## src/rtl/core/sfcp_pkg.sv

```systemverilog
// Shared types, constants and status codes of the sync frame command parser.
package sfcp_pkg;

  // Default upper bound on the bytes of one frame, sync bytes included.
  localparam int unsigned MAX_FRAME_BYTES_DEF = 32;

  // Width used for frame length arithmetic: covers a length byte plus overhead.
  localparam int unsigned LEN_CMP_W = 9;

  // Frame layout constants.
  localparam int unsigned SYNC_OVERHEAD   = 2;  // sync bytes not counted by the length
  localparam int unsigned MIN_FRAME_LEN   = 3;  // length, checksum and type bytes
  localparam int unsigned LED_FRAME_LEN   = 4;  // set-LEDs frame carries one payload byte
  localparam int unsigned TYPE_POS        = 4;  // byte position of the type byte
  localparam int unsigned FIRST_PAYLD_POS = 5;  // byte position of the first payload byte

  // APB register map.
  localparam int unsigned APB_ADDR_W = 4;
  localparam int unsigned APB_DATA_W = 32;

  typedef enum logic [1:0] {
    REG_SYNC_FIRST  = 2'd0,
    REG_SYNC_SECOND = 2'd1,
    REG_LED_TYPE    = 2'd2
  } reg_index_t;

  // Result status codes.
  typedef enum logic [1:0] {
    STATUS_LED_OK     = 2'd0,
    STATUS_CSUM_ERR   = 2'd1,
    STATUS_UNSUPPORTED = 2'd2,
    STATUS_BAD_LENGTH = 2'd3
  } frame_status_t;

  // Configuration handed from the register block to the parser.
  typedef struct packed {
    logic [7:0] sync_first;
    logic [7:0] sync_second;
    logic [7:0] led_command_type;
  } cfg_t;

  // One parser result.
  typedef struct packed {
    logic          valid;
    frame_status_t status;
    logic [7:0]    led_state;
  } result_t;

endpackage

```

## src/rtl/core/sfcp_apb_regs.sv

```systemverilog
// APB configuration registers of the sync frame command parser.
module sfcp_apb_regs
  import sfcp_pkg::*;
(
  input  logic                  clk,
  input  logic                  rst,
  input  logic                  psel,
  input  logic                  penable,
  input  logic                  pwrite,
  input  logic [APB_ADDR_W-1:0] paddr,
  input  logic [APB_DATA_W-1:0] pwdata,
  output logic [APB_DATA_W-1:0] prdata,
  output logic                  pready,
  output cfg_t                  cfg
);

  logic       wr_en;
  logic [1:0] reg_sel;

  assign pready  = 1'b1;
  assign reg_sel = paddr[3:2];
  assign wr_en   = psel && penable && pwrite && pready;

  // Register writes; an address beyond the map is ignored.
  always_ff @(posedge clk) begin
    if (rst) begin
      cfg <= '0;
    end else if (wr_en) begin
      case (reg_sel)
        REG_SYNC_FIRST:  cfg.sync_first       <= pwdata[7:0];
        REG_SYNC_SECOND: cfg.sync_second      <= pwdata[7:0];
        REG_LED_TYPE:    cfg.led_command_type <= pwdata[7:0];
        default: ;
      endcase
    end
  end

  // Read data mux.
  always_comb begin
    case (reg_sel)
      REG_SYNC_FIRST:  prdata = {24'd0, cfg.sync_first};
      REG_SYNC_SECOND: prdata = {24'd0, cfg.sync_second};
      REG_LED_TYPE:    prdata = {24'd0, cfg.led_command_type};
      default:         prdata = '0;
    endcase
  end

endmodule

```

## src/rtl/core/sfcp_frame_parser.sv

```systemverilog
// Frame state machine, running checksum and result decision for one byte.
module sfcp_frame_parser
  import sfcp_pkg::*;
#(
  parameter int unsigned MAX_FRAME_BYTES = MAX_FRAME_BYTES_DEF
) (
  input  logic       clk,
  input  logic       rst,
  input  cfg_t       cfg,
  input  logic       step,
  input  logic [7:0] rx_byte,
  output result_t    result
);

  localparam int unsigned CNT_W = $clog2(MAX_FRAME_BYTES + 1);

  typedef enum logic [4:0] {
    ST_HUNT  = 5'b00001,
    ST_SYNC2 = 5'b00010,
    ST_LEN   = 5'b00100,
    ST_CSUM  = 5'b01000,
    ST_BODY  = 5'b10000
  } state_t;

  state_t           state, state_next;
  logic [CNT_W-1:0] byte_count, byte_count_next;
  logic [7:0]       frame_length, frame_length_next;
  logic [7:0]       running_sum, running_sum_next;
  logic [7:0]       received_checksum, received_checksum_next;
  logic [7:0]       frame_type, frame_type_next;
  logic [7:0]       first_payload, first_payload_next;

  logic [LEN_CMP_W-1:0] total;
  logic [LEN_CMP_W-1:0] count_inc;
  logic [7:0]           sum_now;
  logic [7:0]           type_now;
  logic [7:0]           led_now;
  logic                 bad_len;
  logic                 clear;

  // Frame arithmetic on the current byte.
  assign total     = LEN_CMP_W'(frame_length) + LEN_CMP_W'(SYNC_OVERHEAD);
  assign count_inc = LEN_CMP_W'(byte_count) + LEN_CMP_W'(1);
  assign sum_now   = running_sum + rx_byte;
  assign type_now  = (byte_count == CNT_W'(TYPE_POS)) ? rx_byte : frame_type;
  assign led_now   = (byte_count == CNT_W'(FIRST_PAYLD_POS)) ? rx_byte : first_payload;
  assign bad_len   = (rx_byte < 8'(MIN_FRAME_LEN)) ||
                     ((LEN_CMP_W'(rx_byte) + LEN_CMP_W'(SYNC_OVERHEAD)) >
                      LEN_CMP_W'(MAX_FRAME_BYTES));

  // Next state and result for one accepted byte.
  always_comb begin
    state_next             = state;
    byte_count_next        = byte_count;
    frame_length_next      = frame_length;
    running_sum_next       = running_sum;
    received_checksum_next = received_checksum;
    frame_type_next        = frame_type;
    first_payload_next     = first_payload;
    clear                  = 1'b0;
    result                 = '{valid: 1'b0, status: STATUS_LED_OK, led_state: 8'd0};
    case (state)
      ST_HUNT: begin
        if (rx_byte == cfg.sync_first) begin
          state_next      = ST_SYNC2;
          byte_count_next = CNT_W'(1);
        end
      end
      ST_SYNC2: begin
        if (rx_byte == cfg.sync_second) begin
          state_next      = ST_LEN;
          byte_count_next = CNT_W'(2);
        end else begin
          clear = 1'b1;
        end
      end
      ST_LEN: begin
        if (bad_len) begin
          result.valid  = 1'b1;
          result.status = STATUS_BAD_LENGTH;
          clear         = 1'b1;
        end else begin
          state_next        = ST_CSUM;
          frame_length_next = rx_byte;
          running_sum_next  = 8'd0;
          byte_count_next   = CNT_W'(3);
        end
      end
      ST_CSUM: begin
        state_next             = ST_BODY;
        received_checksum_next = rx_byte;
        byte_count_next        = CNT_W'(TYPE_POS);
      end
      ST_BODY: begin
        if (LEN_CMP_W'(byte_count) >= total) begin
          // Count overran the frame: resynchronize.
          clear = 1'b1;
        end else if (count_inc == total) begin
          // Last byte of the frame: decide the outcome.
          result.valid = 1'b1;
          clear        = 1'b1;
          if (sum_now != received_checksum) begin
            result.status = STATUS_CSUM_ERR;
          end else if ((type_now != cfg.led_command_type) ||
                       (frame_length != 8'(LED_FRAME_LEN))) begin
            result.status = STATUS_UNSUPPORTED;
          end else begin
            result.status    = STATUS_LED_OK;
            result.led_state = led_now;
          end
        end else begin
          running_sum_next   = sum_now;
          frame_type_next    = type_now;
          first_payload_next = led_now;
          byte_count_next    = CNT_W'(count_inc);
        end
      end
      default: begin
        clear = 1'b1;
      end
    endcase
    if (clear) begin
      state_next             = ST_HUNT;
      byte_count_next        = '0;
      frame_length_next      = '0;
      running_sum_next       = '0;
      received_checksum_next = '0;
      frame_type_next        = '0;
      first_payload_next     = '0;
    end
    if (!step) begin
      result.valid = 1'b0;
    end
  end

  // Frame state registers, updated only for an accepted byte.
  always_ff @(posedge clk) begin
    if (rst) begin
      state             <= ST_HUNT;
      byte_count        <= '0;
      frame_length      <= '0;
      running_sum       <= '0;
      received_checksum <= '0;
      frame_type        <= '0;
      first_payload     <= '0;
    end else if (step) begin
      state             <= state_next;
      byte_count        <= byte_count_next;
      frame_length      <= frame_length_next;
      running_sum       <= running_sum_next;
      received_checksum <= received_checksum_next;
      frame_type        <= frame_type_next;
      first_payload     <= first_payload_next;
    end
  end

endmodule

```

## src/rtl/core/sync_frame_command_parser.sv

```systemverilog
// Top level of the sync frame command parser: stream ports, staging registers, APB port.
//
// Received serial bytes enter on the s_ stream, one byte per request. The block hunts
// for the two configured sync bytes, then takes a length byte, a checksum byte, a type
// byte and the payload, and issues at most one result per frame on the m_ stream:
// a status code and the LED byte of an accepted set-LEDs command.
// Registers sync_first, sync_second and led_command_type sit at APB byte addresses
// 0, 4 and 8; the user must write them while the stream is idle (the block does not
// enforce this). A byte is captured in an input register and processed by the frame
// parser once the result register can advance; the result register captures the outcome.
// Throughput is one byte per cycle while the receiver does not stall: the frame state
// update is a single pass of compare and 8-bit add logic between the two registers.
// When the receiver stalls, the result register holds its request and the input
// register holds one more byte; s_tready drops only when both are occupied.
// Synchronous reset clears the registers, the frame state and both staging stages.
module sync_frame_command_parser
  import sfcp_pkg::*;
#(
  parameter int unsigned MAX_FRAME_BYTES = MAX_FRAME_BYTES_DEF
) (
  input  logic                  clk,
  input  logic                  rst,
  input  logic                  s_tvalid,
  output logic                  s_tready,
  input  logic [7:0]            s_tdata,   // [7:0] rx_byte
  output logic                  m_tvalid,
  input  logic                  m_tready,
  output logic [15:0]           m_tdata,   // [1:0] frame_status, [9:2] led_state
  input  logic                  psel,
  input  logic                  penable,
  input  logic                  pwrite,
  input  logic [APB_ADDR_W-1:0] paddr,
  input  logic [APB_DATA_W-1:0] pwdata,
  output logic [APB_DATA_W-1:0] prdata,
  output logic                  pready
);

  cfg_t       cfg;
  result_t    result;
  logic       in_valid;
  logic [7:0] in_byte;
  logic       advance;
  logic       step;
  logic [1:0] out_status;
  logic [7:0] out_led;

  sfcp_apb_regs u_regs (
    .clk     (clk),
    .rst     (rst),
    .psel    (psel),
    .penable (penable),
    .pwrite  (pwrite),
    .paddr   (paddr),
    .pwdata  (pwdata),
    .prdata  (prdata),
    .pready  (pready),
    .cfg     (cfg)
  );

  // The pipeline moves whenever the result register is free or being emptied.
  assign advance  = !m_tvalid || m_tready;
  assign step     = in_valid && advance;
  assign s_tready = !in_valid || advance;

  // Input register.
  always_ff @(posedge clk) begin
    if (rst) begin
      in_valid <= 1'b0;
    end else if (s_tready) begin
      in_valid <= s_tvalid;
    end
  end

  always_ff @(posedge clk) begin
    if (s_tvalid && s_tready) begin
      in_byte <= s_tdata;
    end
  end

  sfcp_frame_parser #(
    .MAX_FRAME_BYTES (MAX_FRAME_BYTES)
  ) u_parser (
    .clk     (clk),
    .rst     (rst),
    .cfg     (cfg),
    .step    (step),
    .rx_byte (in_byte),
    .result  (result)
  );

  // Result register.
  always_ff @(posedge clk) begin
    if (rst) begin
      m_tvalid <= 1'b0;
    end else if (advance) begin
      m_tvalid <= result.valid;
    end
  end

  always_ff @(posedge clk) begin
    if (advance && result.valid) begin
      out_status <= result.status;
      out_led    <= result.led_state;
    end
  end

  assign m_tdata = {6'd0, out_led, out_status};

endmodule

```

## config.mk

```make
export PLATFORM = sky130hd
export DESIGN_NAME = sync_frame_command_parser
export DESIGN_NICKNAME = d
export VERILOG_FILES = /design/src/rtl/core/sfcp_pkg.sv /design/src/rtl/core/sfcp_apb_regs.sv /design/src/rtl/core/sfcp_frame_parser.sv /design/src/rtl/core/sync_frame_command_parser.sv
export SDC_FILE = /design/constraint.sdc
export NUM_CORES = 1
export LEC_CHECK = 0
export BUFFER_PORTS_ARGS = -buffer_cell sky130_fd_sc_hd__clkbuf_2
export CAP_MARGIN = 10
export CORE_MARGIN = 10
export CORE_UTILIZATION = 55
export CTS_CLUSTER_SIZE = 12
export DETAILED_ROUTE_END_ITERATION = 12
export GPL_TIMING_DRIVEN = 0
export PLACE_DENSITY = 0.89
export SLEW_MARGIN = 40
export SYNTH_ARGS = -nofsm -noshare
export SYNTH_HDL_FRONTEND = slang
export SYNTH_SLANG_ARGS = --single-unit
```

## constraint.sdc

```tcl
create_clock -name clk -period 4.56 [get_ports clk]
set_input_delay 0.456 -clock clk [delete_from_list [all_inputs] [get_ports clk]]
set_output_delay 0.456 -clock clk [all_outputs]
set_load 0.02 [all_outputs]
```

==> results of run 1 <==
synthesized netlist by cell type (4+ instances only):
library cell and instances:
nor2_1 68, a22o_1 24, a31oi_1 8, nand2_1 35, mux2i_1 46, xnor2_1 19
dfxtp_1 77, a22oi_1 6, nor4_2 10, nand3_1 15, ha_1 18, a21oi_1 19
inv_1 16, o21ai_0 19, o31ai_1 5, edfxtp_1 18, buf_4 32, clkbuf_1 22
buf_1 6, nor2b_1 4, and3_1 4, nor4_1 5, and2_1 4, a211oi_1 4
xor2_1 28, nor3_1 8, a2bb2oi_1 7
metal layers:
metal	vias to the layer above	global-route usage [%]	wire length, um	part of all wire, %
li1	2237	-	-	-
met1	2221	23.7	5700	40
met2	221	34.1	7280	51
met3	22	3.47	1040	7.3
met4	0	6.33	232	1.6
met5	-	0	0	0
flip-flops by register name (all words and copies together) (netlist names), 2 cells and up:
| register | count |
|---|---|
| u_parser.running_sum | 8 |
| u_parser.frame_type | 8 |
| u_parser.state | 5 |
| u_parser.first_payload | 8 |
| out_led | 8 |
| u_parser.received_checksum | 8 |
| u_regs.cfg | 24 |
| out_status | 2 |
| u_parser.byte_count | 6 |
| u_parser.frame_length | 8 |
| in_byte | 8 |
cells by family after synthesis:
kind of cell	share of synthesized area, %
xor+xnor	8.30
compound gates	15.9
other cells	0.136
flops	37.8
simple gates	17.3
mux	8.55
buf+inv	7.62
fa+ha+maj	4.45
metrics by stage:
| stage | power [mW] | std cells |
|---|---|---|
| 4_1_cts | 1.60 | 811 |
| 6_report | 1.61 | 811 |
| 3_3_place_gp | 1.05 | 795 |
| 2_1_floorplan | 1.01 | 618 |
| 3_5_place_dp | 1.06 | 795 |
| 5_1_grt | 1.65 | 811 |
area by class of cell:
cell class / instances / area share, %
flip-flops and latches: 95 / 33.4
repair buffers: 44 / 3.53
plain buffers: 61 / 5.72
inverters: 17 / 1.02
clock inverters: 6 / 0.923
well taps: 133 / 2.67
clock buffers: 10 / 2.21
multi-input cells: 445 / 50.6
worst min-delay path by stage:
stage                              start                         to  slack (ns)  depth (start not counted)
2_1_floorplan  u_parser.first_payload[0]  u_parser.first_payload[0]        0.44                          1
3_3_place_gp   u_parser.first_payload[0]  u_parser.first_payload[0]        0.46                          1
3_5_place_dp   u_parser.first_payload[1]  u_parser.first_payload[1]        0.46                          1
4_1_cts                       s_tdata[2]                 in_byte[2]        0.25                          1
5_1_grt                       s_tdata[2]                 in_byte[2]        0.24                          1
6_report                      s_tdata[2]                 in_byte[2]        0.26                          1
where the power goes:
group          internal, mW  total [mW]  switching, mW
sequential            0.862       0.872         0.0101
combinational        0.0607       0.174          0.113
clock                 0.228       0.559          0.331
==> metrics.txt, run 1 <==
Syn. warnings 0; Levels on crit path 10; worst vdd ir 0.220 mV; Final Cycle Share 92.1%; area share of the largest cell type after synthesis 28.0%; Critical-path top delay cell a2111oi_0; post-layout minimum cycle time 4.20 ns; Num CTS Buffers 9; EDFF count, synth 18; setup slack, reg-to-reg 0.36 ns; post-cts sizing count 0; post-synthesis instance area 5510 um2; worst slack, placed 0.560 ns; critical path class flip-flop to flip-flop; Iteration-0 DRC Markers 369; CTS tree done; # IOs 102; cts hold-fix bufs 0; GRT Util Overall 19.5%; Die H 120 um; gr ovfl total 0; Yosys reg bits 95; asr flop ratio synth 0%; worst reg2reg path depth 10; # rows 36; worst setup path startpoint in_byte[1]; largest net degree at the start of global routing 19; clock root buffer clkbuf_8; Clock Sinks 95; drt first pass iters 5; Core Area 9770 um2; register area share after synthesis 37.8%; GPL Wtd Cong 0.914; Worst Hold Class input pin to flip-flop; cell repeated most along the worst path a2111oi_0; Slew @ Worst Pin 0.809 ns; most common cell after layout, fill and taps aside dfxtp_1; CP Cell Sequence clkbuf_1 -> inv_1 -> fa_1 -> xnor2_1 -> xor2_1 -> a2111oi_0 -> o311ai_0 -> or3_1 -> a2111oi_0 -> o21ai_0; Syn Area/Cell 9.36 um2; initial antenna violation count 0; main flop type after synthesis dfxtp_1; drt drc 0; Clock Latency Late Sink 0.37 ns; H-tree Lvls 3; fin worst setup slack 0.362 ns; CP Launch Type flip-flop; required time of the critical path 4.65 ns; first-pass GRT wire length 23,400 um; Final #Nets 743; Leak 2.63 nW; commonest cells after routing, fill and taps aside dfxtp_1 (77), nor2_1 (68), mux2i_1 (46); Distinct cells, synth 72; Worst-path clk slew 0.11 ns; CP max stage delay 0.67 ns; Post-CTS Setup Repair Bufs 0; Final Skew 0.0155 ns; area delta synth->final 13.1%; Clock Tree Buf Depth 2; Cell Area, Placed 6020 um2; Vias/cell 5.80; maxcap violations 0; wire per inst 17.6 um; via count 4,701; Layout Utilization 63.8%; slew margin rel. 45.7%; fill count 801; vias in the first global route 4,703; # diodes 0; power per cell area 257 nW/um2; DP HPWL 10,700 um; crit-path max FO 10; area of the multi-input gates 3150 um2; fin area 6240 um2; Critical Path Sink Type flip-flop; Post-Route WL 14,300 um; Mapped Cells 589; Final TNS setup 0 ns; hold_ws 0.256 ns; Slew Limit Fails 0; register area 2080 um2; Final Hold Viols 0; cell accounting for the most synthesized area dfxtp_1; status finished, final reports clean; Die ar. 14,400 um2; Routed Antenna Nets 0; CP Capture Point out_status[0]; starting density of the core 56.4%; final setup vio count 0; Port Buf Inserts 44; Synth area leaders dfxtp_1 (28%), edfxtp_1 (9.8%), mux2i_1 (8.4%); Worst path top cell family by delay compound AO/OA/AOI/OAI gates; RR Startpoint in_byte[1]; die width 120 um; Buf+Inv Stages, Crit Path 2; share of cells above drive strength 1 17.1%; RR Endpoint out_status[0]; CP arrival 4.29 ns; RSZ-0062 raised after global routing no; fmax 238 MHz
Note: power is estimated with default switching activity, not from simulation.
==> inputs of run 2 (changes only) <==
--- a/config.mk
+++ b/config.mk
@@ -5,6 +5,7 @@
 export SDC_FILE = /design/constraint.sdc
 export NUM_CORES = 1
 export LEC_CHECK = 0
+export ABC_AREA = 1
 export BUFFER_PORTS_ARGS = -buffer_cell sky130_fd_sc_hd__clkbuf_2
 export CAP_MARGIN = 10
 export CORE_MARGIN = 10
@@ -12,7 +13,7 @@
 export CTS_CLUSTER_SIZE = 12
 export DETAILED_ROUTE_END_ITERATION = 12
 export GPL_TIMING_DRIVEN = 0
-export PLACE_DENSITY = 0.89
+export PLACE_DENSITY = 0.88
 export SLEW_MARGIN = 40
 export SYNTH_ARGS = -nofsm -noshare
 export SYNTH_HDL_FRONTEND = slang
==> run 2 against run 1 <==
Sequential cell count is the same. Clock skew shrank 0.0047 ns. Critical path depth grew 4. Non-clock buffer count is the same. Largest power group is now combinational cells.
==> metrics.txt, run 2 <==
initial antenna violation count 0; Critical Path Sink Type flip-flop; CP Launch Type flip-flop; die width 126 um; Vias/cell 5.38; share of cells above drive strength 1 16.9%; Clock Latency Late Sink 0.38 ns; Distinct cells, synth 44; Layout Utilization 62.8%; required time of the critical path 4.59 ns; Synth Area in Adders 4.00%; Worst Hold Class input pin to flip-flop; Die ar. 15,800 um2; Synth area leaders dfxtp_1 (25%), nand2_1 (12%), edfxtp_1 (8.8%); Worst-path clk slew 0.09 ns; clock root buffer clkbuf_8; Largest register FFs 24; Core Area 10,900 um2; H-tree Lvls 3; Final #Nets 1,012; drt drc 0; Largest Register u_regs.cfg; post-cts sizing count 0; top post-synthesis cells by count nand2_1 (194), nor2_1 (109), inv_1 (78); cell accounting for the most synthesized area dfxtp_1; RSZ-0062 raised after global routing no; gr ovfl total 0; Leak 3.09 nW; Clock Sinks 95; area delta synth->final 11.7%; asr flop ratio synth 0%; hold_ws 0.245 ns; maxcap violations 0; Slew @ Worst Pin 0.687 ns; Final Cycle Share 67.5%; # rows 38; Comb pwr share 40.3%; largest net degree at the start of global routing 17; Syn. warnings 0; status finished, final reports clean; Final Skew 0.0107 ns; Mapped Cells 858; via count 5,846; slew margin rel. 54.2%; GRT Util Overall 19.5%; power per cell area 386 nW/um2; sw frac 39.9%; GPL Wtd Cong 0.919; Pint 1.59 mW; post-synthesis instance area 6120 um2; Synth Area in Compound Gates 11.4%; most common cell in the netlist nand2_1; Post-Route WL 15,700 um; Port Buf Inserts 44; DP HPWL 11,800 um; crit-path max FO 10; register area share after synthesis 34.0%; Num CTS Buffers 9; CP arrival 3.11 ns; Routed Antenna Nets 0; first-pass GRT wire length 26,100 um; Slew Limit Fails 0; Final TNS setup 0 ns; CTS tree done; cts hold-fix bufs 0; Post-Synth XOR/XNOR Area 4.52%; Final Hold Viols 0; P_sw 1.05 mW; most common cell after layout, fill and taps aside nand2_1; commonest cells after routing, fill and taps aside nand2_1 (194), nor2_1 (109), inv_1 (78); Yosys reg bits 95; area share of and/or/nand/nor cells after synthesis 33.9%; Iteration-0 DRC Markers 501; mux cell area share after synthesis 0%; final setup vio count 0; # diodes 0; area share of the largest cell type after synthesis 25.2%; Post-CTS Setup Repair Bufs 0; Clock Tree Buf Depth 2; Flop pwr share 37.6%; # IOs 102; worst vdd ir 0.265 mV; fmax 325 MHz; starting density of the core 56.2%; main flop type after synthesis dfxtp_1; post-layout minimum cycle time 3.08 ns; Syn Area/Cell 7.14 um2; EDFF count, synth 18; combinational family with the most area after synthesis simple AND/OR/NAND/NOR gates; Die H 126 um; vias in the first global route 5,500; Clock Power Share 22.1%; wire per inst 14.4 um; drt first pass iters 5; critical path class flip-flop to flip-flop
run 2: power groups by stage:
stage	clock network [mW]	logic, mW	registers [mW]
floorplan	0	0.852	0.988
global placement	0	1.03	1.00
detailed placement	0	1.05	1.01
CTS	0.590	1.06	0.989
global route	0.623	1.19	0.999
finish	0.584	1.07	0.992
run 2: final cells by class:
type | instances | area [um2]
buffer | 61 | 414
tap | 140 | 175
multi-input combinational | 645 | 3410
inverter | 86 | 323
timing repair buffer | 44 | 220
clock buffer | 13 | 191
clock inverter | 3 | 21.3
sequential | 95 | 2080
fill | 989 | 4050
run 2: routing by layer:
metal / global-route usage [%] / vias to the layer above / part of all wire, %
met5: 0 / - / 0
met4: 7.66 / 0 / 2.1
met3: 5.37 / 38 / 9.9
met2: 31.2 / 245 / 47
met1: 24.2 / 2641 / 41
li1: - / 2922 / -
run 2: kinds of logic (layout without fill, tap and decap cells):
group           Yosys count  in the layout
compound gates          124            124
xor+xnor                 30             30
fa+ha+maj                19             19
buf+inv                 147            207
flops                    95             95
other cells               2             31
simple gates            441            441
run 2: per-stage QoR:
stage | setup WS, ns | instances | cell area, um2 | power (mW)
after floorplan | 2.14 | 887 | 6230 | 1.84
after global placement | 1.62 | 1071 | 6630 | 2.03
after detailed placement | 1.53 | 1071 | 6630 | 2.06
after CTS | 1.50 | 1087 | 6840 | 2.64
after global routing | 1.22 | 1087 | 6840 | 2.81
final | 1.48 | 1087 | 6840 | 2.64
run 2: path summary, 6_finish.rpt:
path / from / end / slack (ns) / depth (start not counted)
worst min-delay path: s_tdata[5] / in_byte[5] / 0.24 / 1
worst max-delay path: u_parser.frame_length[2] / out_led[5] / 1.48 / 14
worst min register to register: u_parser.frame_type[6] / u_parser.frame_type[6] / 0.47 / 2
worst max register to register: u_parser.frame_length[2] / out_led[5] / 1.48 / 14
run 2: critical path, stage by stage (launching register included):
cell     delay, ns
dfxtp_1       0.50
ha_1          0.29
xnor2_1       0.21
ha_1          0.30
nand2_1       0.08
inv_1         0.04
nand2_1       0.06
nand3_1       0.09
nand2_1       0.08
nand2_1       0.05
nand2_1       0.11
nand2_1       0.12
o21ai_0       0.27
nand2_1       0.17
inv_1         0.37
==> inputs of run 3 (changes only) <==
--- a/config.mk
+++ b/config.mk
@@ -9,7 +9,7 @@
 export BUFFER_PORTS_ARGS = -buffer_cell sky130_fd_sc_hd__clkbuf_2
 export CAP_MARGIN = 10
 export CORE_MARGIN = 10
-export CORE_UTILIZATION = 55
+export CORE_UTILIZATION = 52
 export CTS_CLUSTER_SIZE = 12
 export DETAILED_ROUTE_END_ITERATION = 12
 export GPL_TIMING_DRIVEN = 0
==> constraint.sdc (replaced) <==
create_clock -name clk -period 2.8 [get_ports clk]
set_input_delay 0.28 -clock clk [delete_from_list [all_inputs] [get_ports clk]]
set_output_delay 0.28 -clock clk [all_outputs]
set_load 0.02 [all_outputs]
==> run 3 against run 2 <==
Register-to-register slack lost 1.4 ns. Highest routed layer unchanged. Cell area grew 2.1%. Final cell count grew 0.46%. Critical path type unchanged. Critical path depth shrank 2.
==> metrics.txt, run 3 (synthesis gave the netlist of run 2 again) <==
DP HPWL 11,800 um; hold endpoint in_byte[3]; Final Hold Viols 0; cts hold-fix bufs 0; sw frac 39.5%; Port Buf Inserts 44; Final Cycle Share 96.7%; drt first pass iters 5; clock root buffer clkbuf_16; Vias/cell 5.36; Clock Tree Buf Depth 2; Clock Latency Late Sink 0.36 ns; largest net degree at the start of global routing 17; Die ar. 16,500 um2; P_sw 1.79 mW; wire per inst 14.4 um; Slew @ Worst Pin 0.689 ns; Critical Path Sink Type flip-flop; commonest cells after routing, fill and taps aside nand2_1 (193), nor2_1 (108), inv_1 (77); # IOs 102; starting density of the core 53.4%; via count 5,858; Largest register FFs 24; GPL Wtd Cong 0.929; Num CTS Buffers 9; power per cell area 649 nW/um2; critical path class flip-flop to flip-flop; Worst Hold Class input pin to flip-flop; share of cells above drive strength 1 18.2%; CP Launch Type flip-flop; RR Endpoint out_led[6]; final non-filler cell total 1,092; Levels on crit path 12; Largest Register u_regs.cfg; most common cell after layout, fill and taps aside nand2_1; slew margin rel. 54.0%; vias in the first global route 5,381; CP arrival 2.88 ns; setup slack, reg-to-reg 0.09 ns; GRT Util Overall 18.8%; Clock Power Share 25.4%; post-layout minimum cycle time 2.71 ns; Post-Route WL 15,800 um; fin worst setup slack 0.0914 ns; met1 usage in global routing 24.2%; fill count 1,023; H-tree Lvls 3; worst slack, placed -0.168 ns; Iteration-0 DRC Markers 556; CP max stage delay 0.46 ns; most used routing layer met2; die width 129 um; CP Cell Sequence buf_4 -> inv_2 -> fa_1 -> inv_1 -> nand3_1 -> nand2_1 -> xnor2_1 -> xor2_1 -> nand3_1 -> nor2_4 -> nand3_4 -> nor3_1; status finished, final reports clean; global-route met3 utilization 4.48%; worst reg2reg path depth 12; drt drc 0; RSZ-0062 raised after global routing yes; Buf+Inv Stages, Crit Path 3; gr ovfl total 0; # diodes 0; first-pass GRT wire length 25,700 um; CTS tree done; Clock Sinks 95; Leak 3.12 nW; Critical-path top delay cell fa_1; worst vdd ir 0.532 mV; initial antenna violation count 0; area delta synth->final 14.1%; cell repeated most along the worst path nand3_1; hold_ws 0.0991 ns; Pint 2.74 mW; Worst-path clk slew 0.06 ns; RR Startpoint in_byte[1]; placed insts 1,074; Worst Hold Launch s_tdata[3]; final setup vio count 0; fmax 369 MHz; Core Area 11,500 um2; # rows 39; maxcap violations 0; Slew Limit Fails 0; Final TNS setup 0 ns; crit-path max FO 9; Final Skew 0.00783 ns; Final Power 4.53 mW; Flop pwr share 35.6%; Die H 129 um; Routed Antenna Nets 0; Comb pwr share 39.0%; required time of the critical path 2.97 ns; Worst path top cell family by delay simple AND/OR/NAND/NOR gates; GR Util met2 30.1%; hold depth 1; Final #Nets 1,014
==> run 3: cell types whose count changed in the layout (fill, tap and decap cells not counted), sizes merged <==
cell	previous run	this run
inv	87	86
buf	51	52
clkbuf	67	63
clkinvlp	1	5
clkinv	1	3
==> run 3: power groups by stage <==
stage / registers, mW / logic (mW) / clock network (mW)
2_1_floorplan: 1.61 / 1.39 / 0
3_3_place_gp: 1.64 / 1.67 / 0
3_5_place_dp: 1.64 / 1.71 / 0
4_1_cts: 1.61 / 1.72 / 1.16
5_1_grt: 1.63 / 1.94 / 1.21
6_report: 1.62 / 1.77 / 1.15
==> run 3: timing repair <==
action,4_1_cts,5_1_grt
buffers inserted,0,1
pin swaps,1,1
endpoints found under the setup margin,13,57
resized for setup,6,14
gates cloned,1,0
==> run 3: final cells by class <==
cell class                 instances  area (um2)  share of cell area (%)
tap                              143         179                    2.56
clock buffer                       9         225                    3.22
multi-input combinational        645        3470                    49.6
sequential                        95        2080                    29.8
buffer                            61         420                    6.02
clock inverter                     7        47.5                   0.681
timing repair inverter             1        7.51                   0.107
timing repair buffer              45         228                    3.26
inverter                          86         327                    4.67
==> run 3: worst reg2reg max path: stages, from the launching register on <==
cell and delay (ns):
edfxtp_1 0.41, buf_4 0.21, inv_2 0.09, fa_1 0.46, inv_1 0.10, nand3_1 0.07
nand2_1 0.08, xnor2_1 0.18, xor2_1 0.20, nand3_1 0.14, nor2_4 0.17, nand3_4 0.16
nor3_1 0.25
==> run 3: stage by stage <==
| step | util, % | cell area (um2) |
|---|---|---|
| 6_report | 60.9 | 6990 |
| 4_1_cts | 60.4 | 6920 |
| 3_3_place_gp | 57.8 | 6630 |
| 3_5_place_dp | 57.8 | 6630 |
| 2_1_floorplan | - | 6230 |
| 5_1_grt | 60.9 | 6990 |
==> run 3: how the worst max path moves through the flow <==
stage	from	end	slack [ns]
6_report	in_byte[1]	out_led[6]	0.09
5_1_grt	in_byte[1]	out_led[6]	-0.03
4_1_cts	in_byte[1]	out_led[4]	-0.02
3_5_place_dp	u_parser.frame_length[2]	out_status[0]	-0.17
3_3_place_gp	u_parser.frame_length[2]	out_led[6]	-0.18
2_1_floorplan	u_parser.frame_length[2]	out_led[0]	0.38
==> run 3: routing by layer <==
layer / up-vias / wire length (um)
met4: 0 / 274
met2: 256 / 7330
met5: - / 0
met1: 2643 / 6580
li1: 2931 / -
met3: 28 / 1560
